File: config.mk
export PLATFORM = sky130hd
export DESIGN_NAME = lottery_arbiter_with_arrival_tiebreak
export DESIGN_NICKNAME = d
export VERILOG_FILES = /design/src/hw/rtl/lta_pkg.sv /design/src/hw/rtl/lta_table.sv /design/src/hw/rtl/lta_mod.sv /design/src/hw/rtl/lottery_arbiter_with_arrival_tiebreak.sv
export SDC_FILE = /design/constraint.sdc
export NUM_CORES = 2
export LEC_CHECK = 0
export ABC_CLOCK_PERIOD_IN_PS = 9300
export BUFFER_PORTS_ARGS = -buffer_cell sky130_fd_sc_hd__buf_2
export CAP_MARGIN = 10
export CORE_MARGIN = 3
export CORE_UTILIZATION = 44
export DETAILED_ROUTE_END_ITERATION = 7
export PLACE_DENSITY = 0.7
export SLEW_MARGIN = 15
export SYNTH_ARGS = -nofsm -noshare
export SYNTH_HDL_FRONTEND = slang
export SYNTH_HIERARCHICAL = 1
export SYNTH_SLANG_ARGS = --single-unit
File: constraint.sdc
create_clock -name clock -period 9.3 [get_ports clock]
set_clock_uncertainty 0.05 [all_clocks]
set_input_delay 1.86 -clock clock [delete_from_list [all_inputs] [get_ports clock]]
set_output_delay 1.86 -clock clock [all_outputs]
set_load 0.02 [all_outputs]
File: src/hw/rtl/lta_pkg.sv
// Shared types and constants for the lottery arbiter.
`default_nettype none
package lta_pkg;

   localparam int SLOT_IN_W = 6;
   localparam int TICKET_W  = 16;
   localparam int TIME_W    = 32;
   localparam int SEED_W    = 32;
   localparam int DIV_STEPS = SEED_W;
   localparam int STEP_W    = $clog2(DIV_STEPS);

   localparam logic [SEED_W-1:0] LCG_MUL = 32'd1664525;
   localparam logic [SEED_W-1:0] LCG_INC = 32'd1013904223;

   localparam logic OP_WRITE = 1'b0;
   localparam logic OP_PICK  = 1'b1;

   typedef struct packed {
      logic                ready;
      logic [TICKET_W-1:0] tickets;
      logic [TIME_W-1:0]   arrival;
   } slot_entry_type;

   localparam slot_entry_type SLOT_RESET = '{ready: 1'b0, tickets: 16'd1, arrival: 32'd0};

endpackage
`default_nettype wire

File: src/hw/rtl/lta_table.sv
// Slot table memory: one write port, one registered read port.
`default_nettype none
module lta_table #(
   parameter int SLOTS = 64,
   parameter int IDX_W = 6
) (
   input  wire                          clock,
   input  wire                          wr_en,
   input  wire [IDX_W-1:0]              wr_addr,
   input  wire lta_pkg::slot_entry_type wr_data,
   input  wire [IDX_W-1:0]              rd_addr,
   output lta_pkg::slot_entry_type      rd_data
);

   lta_pkg::slot_entry_type mem [SLOTS];
   lta_pkg::slot_entry_type rd_data_ff;

   always_ff @(posedge clock) begin
      if (wr_en) begin
         mem[wr_addr] <= wr_data;
      end
      rd_data_ff <= mem[rd_addr];
   end

   assign rd_data = rd_data_ff;

endmodule
`default_nettype wire

File: src/hw/rtl/lta_mod.sv
// Bit-serial remainder unit: dividend mod divisor, one bit per cycle.
`default_nettype none
module lta_mod #(
   parameter int SUM_W = 22
) (
   input  wire                        clock,
   input  wire                        reset,
   input  wire                        start,
   input  wire [lta_pkg::SEED_W-1:0]  dividend,
   input  wire [SUM_W-1:0]            divisor,
   output logic                       done,
   output logic [SUM_W-1:0]           remainder
);

   logic                        busy_ff;
   logic                        done_ff;
   logic [lta_pkg::STEP_W-1:0]  cnt_ff;
   logic [lta_pkg::SEED_W-1:0]  quo_ff;
   logic [SUM_W-1:0]            rem_ff;
   logic [SUM_W:0]              shifted;
   logic [SUM_W-1:0]            rem_in;

   always_comb begin
      shifted = {rem_ff, quo_ff[lta_pkg::SEED_W-1]};
      if (shifted >= {1'b0, divisor}) begin
         rem_in = SUM_W'(shifted - {1'b0, divisor});
      end else begin
         rem_in = SUM_W'(shifted);
      end
   end

   always_ff @(posedge clock) begin
      if (reset) begin
         busy_ff <= 1'b0;
         done_ff <= 1'b0;
         cnt_ff  <= '0;
      end else begin
         done_ff <= 1'b0;
         if (start) begin
            busy_ff <= 1'b1;
            cnt_ff  <= '0;
            quo_ff  <= dividend;
            rem_ff  <= '0;
         end else if (busy_ff) begin
            rem_ff <= rem_in;
            quo_ff <= {quo_ff[lta_pkg::SEED_W-2:0], 1'b0};
            cnt_ff <= cnt_ff + 1'b1;
            if (cnt_ff == lta_pkg::STEP_W'(lta_pkg::DIV_STEPS - 1)) begin
               busy_ff <= 1'b0;
               done_ff <= 1'b1;
            end
         end
      end
   end

   assign done      = done_ff;
   assign remainder = rem_ff;

endmodule
`default_nettype wire

File: src/hw/rtl/lottery_arbiter_with_arrival_tiebreak.sv
// Lottery arbiter with arrival-time tiebreak: sequencer and top level.
// Write item: taken while idle, busy stays low, no result.
// Pick item: busy through the sum scan, LCG step, divider start, serial modulo, draw walk and
// tiebreak scan, in that order; it ends after the sum scan when no ready slot holds tickets.
// The result strobes in the first cycle with busy low; the next item may be taken at its end.
// After reset a pass loads every slot with its reset value; busy is high during it.
`default_nettype none
module lottery_arbiter_with_arrival_tiebreak #(
   parameter int SLOTS = 64
) (
   input  wire         clock,
   input  wire         reset,
   input  wire         start,
   output logic        busy,
   input  wire         req_op,
   input  wire  [5:0]  req_slot,
   input  wire         req_ready_req,
   input  wire  [15:0] req_tickets,
   input  wire  [31:0] req_arrival,
   input  wire  [31:0] req_seed,
   output logic        rsp_valid,
   output logic        rsp_found,
   output logic [5:0]  rsp_winner
);

   localparam int IDX_W = $clog2(SLOTS);
   localparam int SUM_W = lta_pkg::TICKET_W + IDX_W;
   localparam logic [IDX_W-1:0] LAST_IDX = IDX_W'(SLOTS - 1);

   typedef enum logic [2:0] {
      S_CLEAR, S_IDLE, S_SUM, S_LCG, S_DIV_GO, S_DIV, S_WALK, S_TIE
   } state_type;

   state_type                       state_ff;
   logic [IDX_W-1:0]                idx_ff;
   logic                            dv_ff;
   logic [IDX_W-1:0]                di_ff;
   logic [lta_pkg::SEED_W-1:0]      seed_ff;
   logic [lta_pkg::SEED_W-1:0]      lcg_ff;
   logic [lta_pkg::SEED_W-1:0]      lcg_in;
   logic [SUM_W-1:0]                sum_ff;
   logic [SUM_W-1:0]                sum_in;
   logic [SUM_W-1:0]                run_ff;
   logic [SUM_W-1:0]                draw_ff;
   logic [SUM_W:0]                  run_tk;
   logic [IDX_W-1:0]                win_ff;
   logic [IDX_W-1:0]                win_in;
   logic [lta_pkg::TICKET_W-1:0]    want_ff;
   logic [lta_pkg::TIME_W-1:0]      best_ff;
   logic                            rsp_valid_ff;
   logic                            rsp_found_ff;
   logic [5:0]                      rsp_winner_ff;

   logic                            accept;
   logic                            wr_en;
   logic [IDX_W-1:0]                wr_addr;
   lta_pkg::slot_entry_type         wr_data;
   lta_pkg::slot_entry_type         rd_data;
   logic [SUM_W-1:0]                contrib;
   logic                            walk_hit;
   logic                            tie_hit;
   logic                            div_done;
   logic [SUM_W-1:0]                div_rem;

   assign busy   = (state_ff != S_IDLE);
   assign accept = start && !busy;

   always_comb begin
      if (state_ff == S_CLEAR) begin
         wr_en   = 1'b1;
         wr_addr = idx_ff;
         wr_data = lta_pkg::SLOT_RESET;
      end else begin
         wr_en   = accept && (req_op == lta_pkg::OP_WRITE) &&
                   ({26'd0, req_slot} < 32'(SLOTS));
         wr_addr = IDX_W'(req_slot);
         wr_data = '{ready: req_ready_req, tickets: req_tickets, arrival: req_arrival};
      end
   end

   lta_table #(
      .SLOTS (SLOTS),
      .IDX_W (IDX_W)
   ) u_table (
      .clock   (clock),
      .wr_en   (wr_en),
      .wr_addr (wr_addr),
      .wr_data (wr_data),
      .rd_addr (idx_ff),
      .rd_data (rd_data)
   );

   lta_mod #(
      .SUM_W (SUM_W)
   ) u_mod (
      .clock     (clock),
      .reset     (reset),
      .start     (state_ff == S_DIV_GO),
      .dividend  (lcg_ff),
      .divisor   (sum_ff),
      .done      (div_done),
      .remainder (div_rem)
   );

   always_comb begin
      contrib  = rd_data.ready ? SUM_W'(rd_data.tickets) : '0;
      sum_in   = sum_ff + contrib;
      run_tk   = {1'b0, run_ff} + (SUM_W + 1)'(rd_data.tickets);
      walk_hit = rd_data.ready && ({1'b0, draw_ff} <= run_tk);
      tie_hit  = rd_data.ready && (rd_data.tickets == want_ff) &&
                 (rd_data.arrival < best_ff);
      win_in   = tie_hit ? di_ff : win_ff;
      lcg_in   = seed_ff * lta_pkg::LCG_MUL + lta_pkg::LCG_INC;
   end

   always_ff @(posedge clock) begin
      if (reset) begin
         state_ff     <= S_CLEAR;
         idx_ff       <= '0;
         dv_ff        <= 1'b0;
         rsp_valid_ff <= 1'b0;
      end else begin
         rsp_valid_ff <= 1'b0;
         dv_ff        <= 1'b0;
         if (state_ff == S_SUM || state_ff == S_WALK || state_ff == S_TIE) begin
            dv_ff <= 1'b1;
            di_ff <= idx_ff;
            if (idx_ff != LAST_IDX) begin
               idx_ff <= idx_ff + 1'b1;
            end
         end
         unique case (state_ff)
            S_CLEAR: begin
               idx_ff <= idx_ff + 1'b1;
               if (idx_ff == LAST_IDX) begin
                  idx_ff   <= '0;
                  state_ff <= S_IDLE;
               end
            end
            S_IDLE: begin
               if (accept && req_op == lta_pkg::OP_PICK) begin
                  seed_ff  <= req_seed;
                  sum_ff   <= '0;
                  idx_ff   <= '0;
                  state_ff <= S_SUM;
               end
            end
            S_SUM: begin
               if (dv_ff) begin
                  sum_ff <= sum_in;
                  if (di_ff == LAST_IDX) begin
                     if (sum_in == '0) begin
                        rsp_valid_ff  <= 1'b1;
                        rsp_found_ff  <= 1'b0;
                        rsp_winner_ff <= '0;
                        state_ff      <= S_IDLE;
                     end else begin
                        state_ff <= S_LCG;
                     end
                  end
               end
            end
            S_LCG: begin
               lcg_ff   <= lcg_in;
               state_ff <= S_DIV_GO;
            end
            S_DIV_GO: begin
               state_ff <= S_DIV;
            end
            S_DIV: begin
               if (div_done) begin
                  draw_ff  <= SUM_W'(div_rem + 1'b1);
                  run_ff   <= '0;
                  idx_ff   <= '0;
                  state_ff <= S_WALK;
               end
            end
            S_WALK: begin
               if (dv_ff) begin
                  if (walk_hit) begin
                     win_ff   <= di_ff;
                     want_ff  <= rd_data.tickets;
                     best_ff  <= rd_data.arrival;
                     idx_ff   <= '0;
                     dv_ff    <= 1'b0;
                     state_ff <= S_TIE;
                  end else begin
                     run_ff <= SUM_W'(run_ff + contrib);
                     if (di_ff == LAST_IDX) begin
                        rsp_valid_ff  <= 1'b1;
                        rsp_found_ff  <= 1'b0;
                        rsp_winner_ff <= '0;
                        state_ff      <= S_IDLE;
                     end
                  end
               end
            end
            S_TIE: begin
               if (dv_ff) begin
                  win_ff <= win_in;
                  if (tie_hit) begin
                     best_ff <= rd_data.arrival;
                  end
                  if (di_ff == LAST_IDX) begin
                     rsp_valid_ff  <= 1'b1;
                     rsp_found_ff  <= 1'b1;
                     rsp_winner_ff <= 6'(win_in);
                     idx_ff        <= '0;
                     state_ff      <= S_IDLE;
                  end
               end
            end
            default: begin
               state_ff <= S_IDLE;
            end
         endcase
      end
   end

   assign rsp_valid  = rsp_valid_ff;
   assign rsp_found  = rsp_found_ff;
   assign rsp_winner = rsp_winner_ff;

   a_rsp_when_idle: assert property (@(posedge clock) disable iff (reset)
      rsp_valid |-> !busy)
      else $error("result shown while busy");

   a_pick_goes_busy: assert property (@(posedge clock) disable iff (reset)
      (accept && req_op == lta_pkg::OP_PICK) |=> busy)
      else $error("pick item did not start the sequencer");

   a_no_win_zero: assert property (@(posedge clock) disable iff (reset)
      (rsp_valid && !rsp_found) |-> (rsp_winner == '0))
      else $error("winner nonzero without a winner");

   a_draw_in_range: assert property (@(posedge clock) disable iff (reset)
      (state_ff == S_WALK) |-> (draw_ff != '0 && draw_ff <= sum_ff))
      else $error("draw outside ticket sum");

endmodule
`default_nettype wire
==> metrics.txt <==
# TYPE chip_impl_metric gauge
chip_impl_info{name="status",value="finished clean"} 1
chip_impl_metric{name="remaining_drc_errors",unit=""} 0
chip_impl_metric{name="min_period",unit="ps"} 7020
chip_impl_metric{name="synth-warning-count",unit=""} 6
chip_impl_metric{name="yosys_register_bits",unit=""} 3454
chip_impl_metric{name="finalSetupViolCount",unit=""} 0
chip_impl_metric{name="die_area",unit="sq um"} 333000
chip_impl_metric{name="power.density_cell_area",unit="nW/um^2"} 238
chip_impl_metric{name="worst_ep_required_time",unit="ps"} 9880
chip_impl_metric{name="synth-edff-count",unit=""} 3387
chip_impl_metric{name="clk_transition_reported_paths",unit="ps"} 60
chip_impl_info{name="synth_common_cells",value="edfxtp_1 (3387), mux4_2 (707), inv_1 (368), ha_1 (288), nand2_1 (253)"} 1
chip_impl_metric{name="post_drt_wl_per_cell",unit="um"} 31.6
chip_impl_metric{name="post-place-cells",unit=""} 11800
chip_impl_metric{name="max_freq",unit="MHz"} 142
chip_impl_metric{name="postCtsSetupRepairBufs",unit=""} 0
chip_impl_metric{name="leakage",unit="nW"} 52.6
chip_impl_metric{name="timing.critical_path.fanout_max",unit=""} 10
chip_impl_metric{name="floorplan.io_pins",unit=""} 100
chip_impl_metric{name="overall_power",unit="mW"} 38.3
chip_impl_metric{name="flow.area_growth_from_synthesis",unit="%"} 12.1
chip_impl_info{name="crit_type",value="reg -> reg"} 1
chip_impl_info{name="worstHoldPathType",value="reg -> reg"} 1
chip_impl_metric{name="htreeDepth",unit=""} 5
chip_impl_metric{name="grt_max_degree",unit=""} 126
chip_impl_metric{name="tns",unit="ps"} 0
chip_impl_metric{name="die_y",unit="um"} 577
chip_impl_metric{name="numCtsBuffers",unit=""} 350
chip_impl_info{name="root_buffer_cell",value="clkbuf_16"} 1
chip_impl_metric{name="nNetsFinal",unit=""} 8352
chip_impl_metric{name="synth_compound_area_frac",unit=""} 0.0390
chip_impl_info{name="synth.largest_area_cell",value="edfxtp_1"} 1
chip_impl_metric{name="port_buffers",unit=""} 99
chip_impl_info{name="yosys-top-cells-area",value="edfxtp_1 (71%), mux4_2 (11%), ha_1 (2.5%), fa_1 (2.0%), mux2i_1 (1.4%)"} 1
chip_impl_metric{name="rows",unit=""} 209
chip_impl_metric{name="clock_latency_on_the_worst_skew_pair",unit="ps"} 950
chip_impl_metric{name="grt_pass1_vias",unit=""} 77000
chip_impl_metric{name="period_share",unit=""} 0.755
chip_impl_metric{name="syn-mean-instance-area",unit="sq um"} 19.0
chip_impl_metric{name="cts.sink_count",unit=""} 3454
chip_impl_metric{name="antenna_found_initial",unit=""} 27
chip_impl_metric{name="synth-simple-area-share",unit=""} 0.0381
chip_impl_info{name="rsz_0062_raised_after_global_routing",value="false"} 1
chip_impl_info{name="timing.critical_path.to_type",value="register"} 1
chip_impl_metric{name="yosys.area_share.xor_xnor",unit=""} 0.00921
chip_impl_metric{name="slew_of_the_pin_with_the_lowest_slew_margin",unit="ps"} 1260
chip_impl_metric{name="fill_cells",unit=""} 25700
chip_impl_metric{name="clock_tree.buffer_depth",unit=""} 4
chip_impl_info{name="tritoncts",value="done"} 1
chip_impl_metric{name="final-instance-count-excl-fill",unit=""} 12500
chip_impl_metric{name="fin_util",unit=""} 0.496
chip_impl_metric{name="timing_hold_violations_final",unit=""} 0
chip_impl_metric{name="peak_supply_drop",unit="V"} 0.000230
chip_impl_metric{name="drt_iter0_drc",unit=""} 11400
chip_impl_metric{name="die_w",unit="um"} 577
chip_impl_info{name="yosysMostFrequentCell",value="edfxtp_1"} 1
chip_impl_metric{name="synthesis.nets",unit=""} 8086
chip_impl_metric{name="detailed_place.area",unit="sq um"} 150000
chip_impl_metric{name="final_design_area_no_fill",unit="sq um"} 161000
chip_impl_metric{name="placement.setup.worst_slack",unit="ps"} 2340
chip_impl_metric{name="synth_cell_type_count",unit=""} 92
chip_impl_metric{name="synth-async-reset-ratio",unit=""} 0
chip_impl_metric{name="grt_first_pass_wirelength",unit="um"} 563000
chip_impl_metric{name="synthAdderAreaFrac",unit=""} 0.0447
chip_impl_info{name="synth_top_family_by_area",value="multiplexers"} 1
chip_impl_metric{name="viasPerCell",unit=""} 6.15
chip_impl_metric{name="final.hold.worst_slack",unit="ps"} 390
chip_impl_metric{name="wire_length_after_detailed_routing",unit="um"} 394000
chip_impl_metric{name="placeable_core_region",unit="sq um"} 325000
chip_impl_metric{name="final_max_slew_viol_count",unit=""} 0
chip_impl_info{name="timing.critical_path.from_type",value="register"} 1
chip_impl_metric{name="muxShareOfSynthArea",unit=""} 0.128
chip_impl_metric{name="cp.arrival",unit="ps"} 7600
chip_impl_metric{name="layout-drive-gt1-share",unit=""} 0.211
chip_impl_metric{name="dp.final_hpwl",unit="um"} 223000
chip_impl_metric{name="post-synth-top-area-fraction",unit=""} 0.708
chip_impl_metric{name="timing.final.ws_setup",unit="ps"} 2280
chip_impl_metric{name="final_antenna_net_count",unit=""} 0
chip_impl_metric{name="firstDrtPassIters",unit=""} 6
chip_impl_metric{name="synth_seq_area_share",unit=""} 0.718
chip_impl_metric{name="post_syn_instances",unit=""} 7566
chip_impl_metric{name="initial_core_util",unit=""} 0.443
chip_impl_metric{name="maxCapViolCount",unit=""} 0
chip_impl_metric{name="post_synth_instance_area",unit="sq um"} 144000
chip_impl_metric{name="postCtsResizedCells",unit=""} 0
chip_impl_metric{name="gr_usage_total",unit=""} 0.234
chip_impl_metric{name="num_vias",unit=""} 76700
chip_impl_metric{name="overflow",unit=""} 0
chip_impl_metric{name="cts_hold_repair.buffers",unit=""} 0
chip_impl_metric{name="max_slew_margin",unit=""} 0.156
chip_impl_metric{name="finalWeightedCongestion",unit=""} 0.850
chip_impl_info{name="synth_top_flop_cell",value="edfxtp_1"} 1
==> cells by family (layout without fill, tap and decap cells) <==
| logic type | count (synthesis) | in the layout |
|---|---|---|
| DFF | 3454 | 3454 |
| and+or+nand+nor | 1074 | 1074 |
| muxes | 947 | 947 |
| AOI/OAI and AO/OA | 787 | 787 |
| buffers and inverters | 724 | 1283 |
| adders and majority gates | 429 | 429 |
| xor gates and xnor gates | 151 | 151 |
| other | 0 | 18 |
==> path summary, 6_finish.rpt <==
path,startpoint,slack [ps],end,cells past startpoint
max,seed_ff[1],2280,lcg_ff[30],21
min,u_table/rd_data[1],390,best_ff[1],0
max reg2reg,seed_ff[1],2280,lcg_ff[30],21
min reg2reg,u_table/rd_data[1],390,best_ff[1],0
==> routing by layer <==
metal  vias to the layer above  global-route usage  wire (um)
met5                         -                   0        152
met4                         4              0.0868      15200
met2                      4657               0.369     186000
met1                     40100               0.321     149000
li1                      31100                   -          -
met3                       810              0.0524      43700
==> power breakdown <==
part | internal (mW) | total [mW] | switching, mW
Clock | 8.01 | 14.0 | 5.95
Combinational | 2.45 | 6.14 | 3.69
Sequential | 17.9 | 18.2 | 0.302
Total | 28.4 | 38.3 | 9.94
==> worst max-delay path, stage by stage (launching register included) <==
cell	delay [ps]
edfxtp_1	630
inv_1	220
ha_1	440
xor2_1	380
xor2_1	190
fa_1	560
inv_1	50
fa_1	510
fa_1	520
fa_1	540
inv_1	50
fa_1	530
inv_1	50
ha_1	370
a21o_1	190
a21oi_1	130
o21ai_0	140
a2111oi_0	660
or3_1	240
nand2_1	60
a21oi_1	170
xnor2_1	80
==> layout by cell type, fill, tap and decap left out, drive strengths merged, types with 18 or more instances in the layout <==
cell type  instances
a211oi            65
a21o              41
a21oi            118
a22oi            125
a31oi             38
and2              90
and3              62
buf              270
bufinv            31
clkbuf           432
clkinv           161
dfxtp             67
diode             18
edfxtp          3387
fa               141
ha               288
inv              383
mux2              40
mux2i            200
mux4             707
nand2            254
nand2b            33
nand3            137
nand4            110
nor2             218
nor2b             50
nor3              38
o211ai            19
o21a              24
o21ai             99
o221ai            78
o22ai             84
or3               21
xnor2             95
xor2              56
==> cell type report <==
| cell class | instances | area (sq um) | share of cell area |
|---|---|---|---|
| Timing Repair Buffer | 270 | 1890 | 0.0117 |
| Clock buffer | 432 | 9310 | 0.0578 |
| Multi-Input combinational cell | 3388 | 37900 | 0.235 |
| Sequential cell | 3454 | 103000 | 0.640 |
| Clock inverter | 213 | 2030 | 0.0126 |
| Inverter | 368 | 1380 | 0.00858 |
| Antenna cell | 18 | 45.0 | 0.000280 |
| Tap cell | 4325 | 5410 | 0.0336 |
==> registers in the layout, indices dropped and copies added (netlist names) <==
signal and count:
u_table/mem 3136, u_table/rd_data 49, best_ff 32, lcg_ff 32
seed_ff 32, u_mod/quo_ff 32, draw_ff 22, run_ff 22
sum_ff 22, u_mod/remainder 22, want_ff 16, di_ff 6
idx_ff 6, rsp_winner 6, win_ff 6, u_mod/cnt_ff 5
state_ff 3, dv_ff 1, rsp_found 1, rsp_valid 1
u_mod/busy_ff 1, u_mod/done 1
(Power assumes the default switching activity.)
